`src/hdl/nearest_reference_detection_matcher_top_macros.svh`:
```
// Assertion macros for the nearest reference matcher.
// Used by the modules that carry concurrent assertions.
`ifndef NEAREST_REFERENCE_DETECTION_MATCHER_TOP_MACROS_SVH
`define NEAREST_REFERENCE_DETECTION_MATCHER_TOP_MACROS_SVH
// implication checked on every edge outside reset
`define NRM_ASSERT(label, clk, rst_n, prop, msg) \
    label: assert property (@(posedge clk) disable iff (!rst_n) prop) else $error(msg);
// condition that must never be seen outside reset
`define NRM_NEVER(label, clk, rst_n, cond, msg) \
    label: assert property (@(posedge clk) disable iff (!rst_n) !(cond)) else $error(msg);
`endif

```
`src/hdl/nrm_pkg.sv`:
```
// Package for the nearest reference matcher: payload types, codes, sizes.
// No dependencies.
package nrm_pkg;
    localparam int MaxRefs = 256;
    localparam int IdxBits = $clog2(MaxRefs);
    localparam int CntBits = $clog2(MaxRefs + 1);
    localparam int CoordBits = 24;
    localparam int SqBits = 2 * CoordBits + 2;
    localparam logic [23:0] CounterMax = 24'hFFFFFF;

    typedef enum logic [2:0] {
        OUT_STORED = 3'd0,
        OUT_FULL = 3'd1,
        OUT_DISCARDED = 3'd2,
        OUT_FALSE_POS = 3'd3,
        OUT_NEW_MATCH = 3'd4,
        OUT_DUPLICATE = 3'd5
    } outcome_t;

    localparam logic OP_STORE = 1'b0;

    typedef struct packed {
        logic opcode;
        logic signed [CoordBits-1:0] pos_x;
        logic signed [CoordBits-1:0] pos_y;
        logic signed [CoordBits-1:0] pos_z;
        logic [15:0] score;
    } in_item_t;

    typedef struct packed {
        logic [2:0] outcome;
        logic [7:0] nearest_index;
        logic [23:0] matched_total;
        logic [23:0] false_positive_total;
        logic [23:0] discarded_total;
        logic [8:0] reference_total;
    } out_item_t;

    // queued command from front to back
    typedef struct packed {
        logic is_store;
        logic [3*CoordBits-1:0] pos;
        logic [15:0] score;
    } cmd_t;

    localparam int RefWidth = 3 * CoordBits;
endpackage

```
`src/hdl/nrm_front.sv`:
```
// Front part: takes input transfers, biases coordinates, queues commands.
// Depends on nrm_pkg.
module nrm_front (
    input  logic             clk,
    input  logic             rst_n,
    input  logic             in_valid,
    output logic             in_stall,
    input  nrm_pkg::in_item_t in_item,
    output logic             cmd_valid,
    input  logic             cmd_take,
    output nrm_pkg::cmd_t    cmd
);
    import nrm_pkg::*;

    localparam int QDepth = 2;

    cmd_t q_reg [QDepth];
    logic [0:0] wr_reg, wr_next, rd_reg, rd_next;
    logic [1:0] cnt_reg, cnt_next;
    logic push;
    cmd_t fresh;

    assign in_stall = (cnt_reg == 2'(QDepth));
    assign push = in_valid && !in_stall;
    assign cmd_valid = (cnt_reg != 2'd0);
    assign cmd = q_reg[rd_reg];

    // offset binary keeps order, so the back end uses unsigned differences
    always_comb
    begin
        fresh.is_store = (in_item.opcode == OP_STORE);
        fresh.pos = {in_item.pos_x ^ {1'b1, {(CoordBits-1){1'b0}}},
                     in_item.pos_y ^ {1'b1, {(CoordBits-1){1'b0}}},
                     in_item.pos_z ^ {1'b1, {(CoordBits-1){1'b0}}}};
        fresh.score = in_item.score;
    end

    always_comb
    begin
        wr_next = push ? wr_reg + 1'b1 : wr_reg;
        rd_next = (cmd_valid && cmd_take) ? rd_reg + 1'b1 : rd_reg;
        cnt_next = cnt_reg + 2'(push) - 2'(cmd_valid && cmd_take);
    end

    always_ff @(posedge clk or negedge rst_n)
    begin
        if (!rst_n)
        begin
            wr_reg <= '0;
            rd_reg <= '0;
            cnt_reg <= '0;
        end
        else
        begin
            wr_reg <= wr_next;
            rd_reg <= rd_next;
            cnt_reg <= cnt_next;
        end
    end

    always_ff @(posedge clk)
    begin
        if (push)
        begin
            q_reg[wr_reg] <= fresh;
        end
    end
endmodule

```
`config.mk`:
```
export PLATFORM = sky130hd
export DESIGN_NAME = nrm_front
export DESIGN_NICKNAME = d
export VERILOG_FILES = /design/src/hdl/nearest_reference_detection_matcher_top_macros.svh /design/src/hdl/nrm_pkg.sv /design/src/hdl/nrm_front.sv
export SDC_FILE = /design/constraint.sdc
export NUM_CORES = 1
export LEC_CHECK = 0
export BUFFER_PORTS_ARGS = -buffer_cell sky130_fd_sc_hd__buf_2
export CAP_MARGIN = 20
export CORE_MARGIN = 5
export CORE_UTILIZATION = 57
export CTS_CLUSTER_SIZE = 20
export DETAILED_ROUTE_END_ITERATION = 10
export PLACE_DENSITY_LB_ADDON = 0.15
export SYNTH_ARGS = -nofsm -noshare
export SYNTH_HDL_FRONTEND = slang
export SYNTH_SLANG_ARGS = --single-unit
```
`constraint.sdc`:
```
create_clock -name clk -period 8.4 [get_ports clk]
set_clock_uncertainty 0.05 [all_clocks]
set_input_delay 1.26 -clock clk [delete_from_list [all_inputs] [get_ports clk]]
set_output_delay 1.26 -clock clk [all_outputs]
set_load 0.01 [all_outputs]
```
==> run_results.csv <==
group,metric,value,unit
timing,rsz0062_at_grt,"no",
placement,place.gp.congestion,0.7077,
timing,tns,0,ns
layout,design_area,8612,um^2
timing,maxSlewViolCount,0,
clock_network,clk_latency,0.42,ns
timing,tightestPinTransition,0.8471,ns
synth,yosys-top-cells-area,"edfxtp_1 (75%), mux2_4 (19%), buf_12 (2.5%)",
worst_setup_path,crit_required,7.09,ns
die,io_pins,184,
worst_setup_path,critPathArrivalTime,2.73,ns
worst_setup_path,r2r_end,"q_reg[0][50]$_DFFE_PP_",
synth,synth_common_cells,"edfxtp_1 (178), mux2_4 (89), buf_12 (9)",
clock_network,cts.root.buffer_cell,"clkbuf_16",
timing,whs,0.4455,ns
synth,yosys_warnings,0,
power,totalPowerFinal,2.991,mW
timing,fin_crit,4.044,ns
global_route,grt.overflow.total,0,
synth,yosys.cell_count.top_type,"edfxtp_1",
synth,synthFlopType,"edfxtp_1",
clock_network,h-tree-depth,4,
timing,period_share,48.14,%
global_route,antenna_found_initial,1,
layout,nets,591,
global_route,grt_start_max_net_pins,51,
global_route,grt_pass1_wl,18400,um
placement,place_inst,644,
synth,async_flop_share,2.198,%
worst_setup_path,reg2reg_depth,5,
synth,netlist_area,7091,um^2
timing,setup_viol,0,
power,p_per_area,347.3,nW/um^2
synth,syn_nets,394,
layout,drive_gt1_share,59.68,%
timing,max_freq,0.2473,GHz
detailed_routing,first_pass_iters,6,
detailed_routing,wire_per_inst,18.02,um
detailed_routing,via_per_inst,4.954,
detailed_routing,remaining_drc_errors,0,
die,initial_core_util,58.54,%
layout,largest_register_ffs,178,
min_path,hp-start,"cnt_reg[1]$_DFF_PN0_",
clock_network,cts.path.max_buffers,2,
layout,num-fill-cells,815,
power,ir_worst_vdd,238.9,uV
placement,dp_hpwl,8267,um
synth,seq_area_frac_synth,76.80,%
die,die_w,121.5,um
worst_setup_path,r2r_setup_slack,6.15,ns
worst_setup_path,path_class,"reg2out",
synth,post-synth-top-area-fraction,75.38,%
synth,synth_largest_area_cell,"edfxtp_1",
synth,syn_inst,299,
layout,num_antenna_cells,0,
synth,syn_area_per_cell,23.71,um^2
synth,synth_cell_types,15,
worst_setup_path,crit_end,"cmd[17]",
clock_network,cts_hold_buf,0,
detailed_routing,routed_wl,12150,um
synth,synth-seq-cells,182,
clock_network,cts_buffers,17,
synth,synth-edff-count,178,
worst_setup_path,r2r_start,"cnt_reg[1]$_DFF_PN0_",
min_path,holdCritPathClass,"reg2reg",
layout,syn_to_final_growth,21.46,%
detailed_routing,final_antenna_net_count,0,
timing,slew_headroom,43.53,%
flow_run,max-cap-violations,0,
worst_setup_path,cp_max_fo,46,
timing,hold_viol_final,0,
layout,instances_no_fill,674,
clock_network,cts_resized,0,
die,placementRows,40,
worst_setup_path,crit_path_start_kind,"register",
clock_network,cts_tree,"done",
clock_network,post_cts_buffers,0,
die,dieArea,14770,um^2
detailed_routing,vias,3339,
placement,place_area,8092,um^2
die,core_area,12110,um^2
placement,portBuffers,183,
clock_network,cts_sinks,182,
global_route,grt_pass1_vias,3578,
global_route,grt_usage,16.91,%
run_status,outcome,"finished clean",
clock_network,clkTransAtPathRegs,0.06,ns
die,die_h,121.5,um
worst_setup_path,cp-startpoint,"rd_reg$_DFFE_PN0P_",
detailed_routing,drt_iter0_drc,189,
power,leakage,3.510,nW
worst_setup_path,cp-end-kind,"output pin",
[power by group]
part	internal (mW)	switching [mW]
combinational	0.513	0.442
clock	0.395	0.289
sequential	1.24	0.109
total	2.15	0.840
[worst min path at each step]
stage	end	slack, ns	cells after the start
global route	cnt_reg[1]$_DFF_PN0_	0.50	1
CTS	cnt_reg[1]$_DFF_PN0_	0.45	1
global placement	cnt_reg[1]$_DFF_PN0_	0.43	1
finish	cnt_reg[1]$_DFF_PN0_	0.45	1
floorplan	cnt_reg[1]$_DFF_PN0_	0.41	1
detailed placement	cnt_reg[1]$_DFF_PN0_	0.44	1
[worst max-delay path, stage by stage, from the launching register on]
cell and delay [ns]:
dfrtp_4 0.97, buf_4 0.78, mux2_4 0.36, buf_2 0.14
[logic make-up after synthesis]
kind of cell / count (synthesis) / share of synthesized area (%)
flops: 182 / 76.80
mux: 89 / 18.85
buf+inv: 16 / 3.017
simple gates: 6 / 0.4942
xor+xnor: 4 / 0.4942
fa+ha+maj: 2 / 0.3529
[per-stage QoR]
step / worst slack (ns) / util (%)
floorplan: 2.750 / -
finish: 4.356 / 71.11
detailed placement: 4.771 / 66.81
CTS: 4.304 / 70.94
global route: 4.207 / 71.11
global placement: 4.770 / 66.58
[cell usage in the layout, fill, tap and decap left out]
cell type	instances
or2_1	1
mux2_4	89
xnor2_1	3
buf_2	183
and2_4	1
edfxtp_1	178
clkinv_1	5
inv_1	6
buf_16	1
nor2_4	1
ha_1	2
buf_4	3
bufinv_16	1
clkbuf_16	17
nand2_1	1
nand2b_1	1
xor2_1	1
clkbuf_1	3
buf_12	1
clkinv_2	3
and3_4	1
dfrtp_4	1
dfrtp_1	3
[layer usage]
metal / vias up / track usage [%] / routed length (um)
li1: 1570 / - / -
met1: 1625 / 19.92 / 4520
met2: 125 / 27.81 / 6314
met3: 17 / 6.917 / 1113
met4: 2 / 6.793 / 191
met5: - / 0 / 7
[layout make-up]
| class | instances | area (um^2) | area share, % |
|---|---|---|---|
| Clock buffer | 20 | 436.7 | 5.070 |
| Multi-Input combinational cell | 101 | 1444 | 16.77 |
| Clock inverter | 9 | 63.81 | 0.7410 |
| Tap cell | 168 | 210.2 | 2.441 |
| Inverter | 6 | 22.52 | 0.2615 |
| Timing Repair Buffer | 188 | 985.9 | 11.45 |
| Sequential cell | 182 | 5449 | 63.27 |
Power figures use the tool's default switching activity.
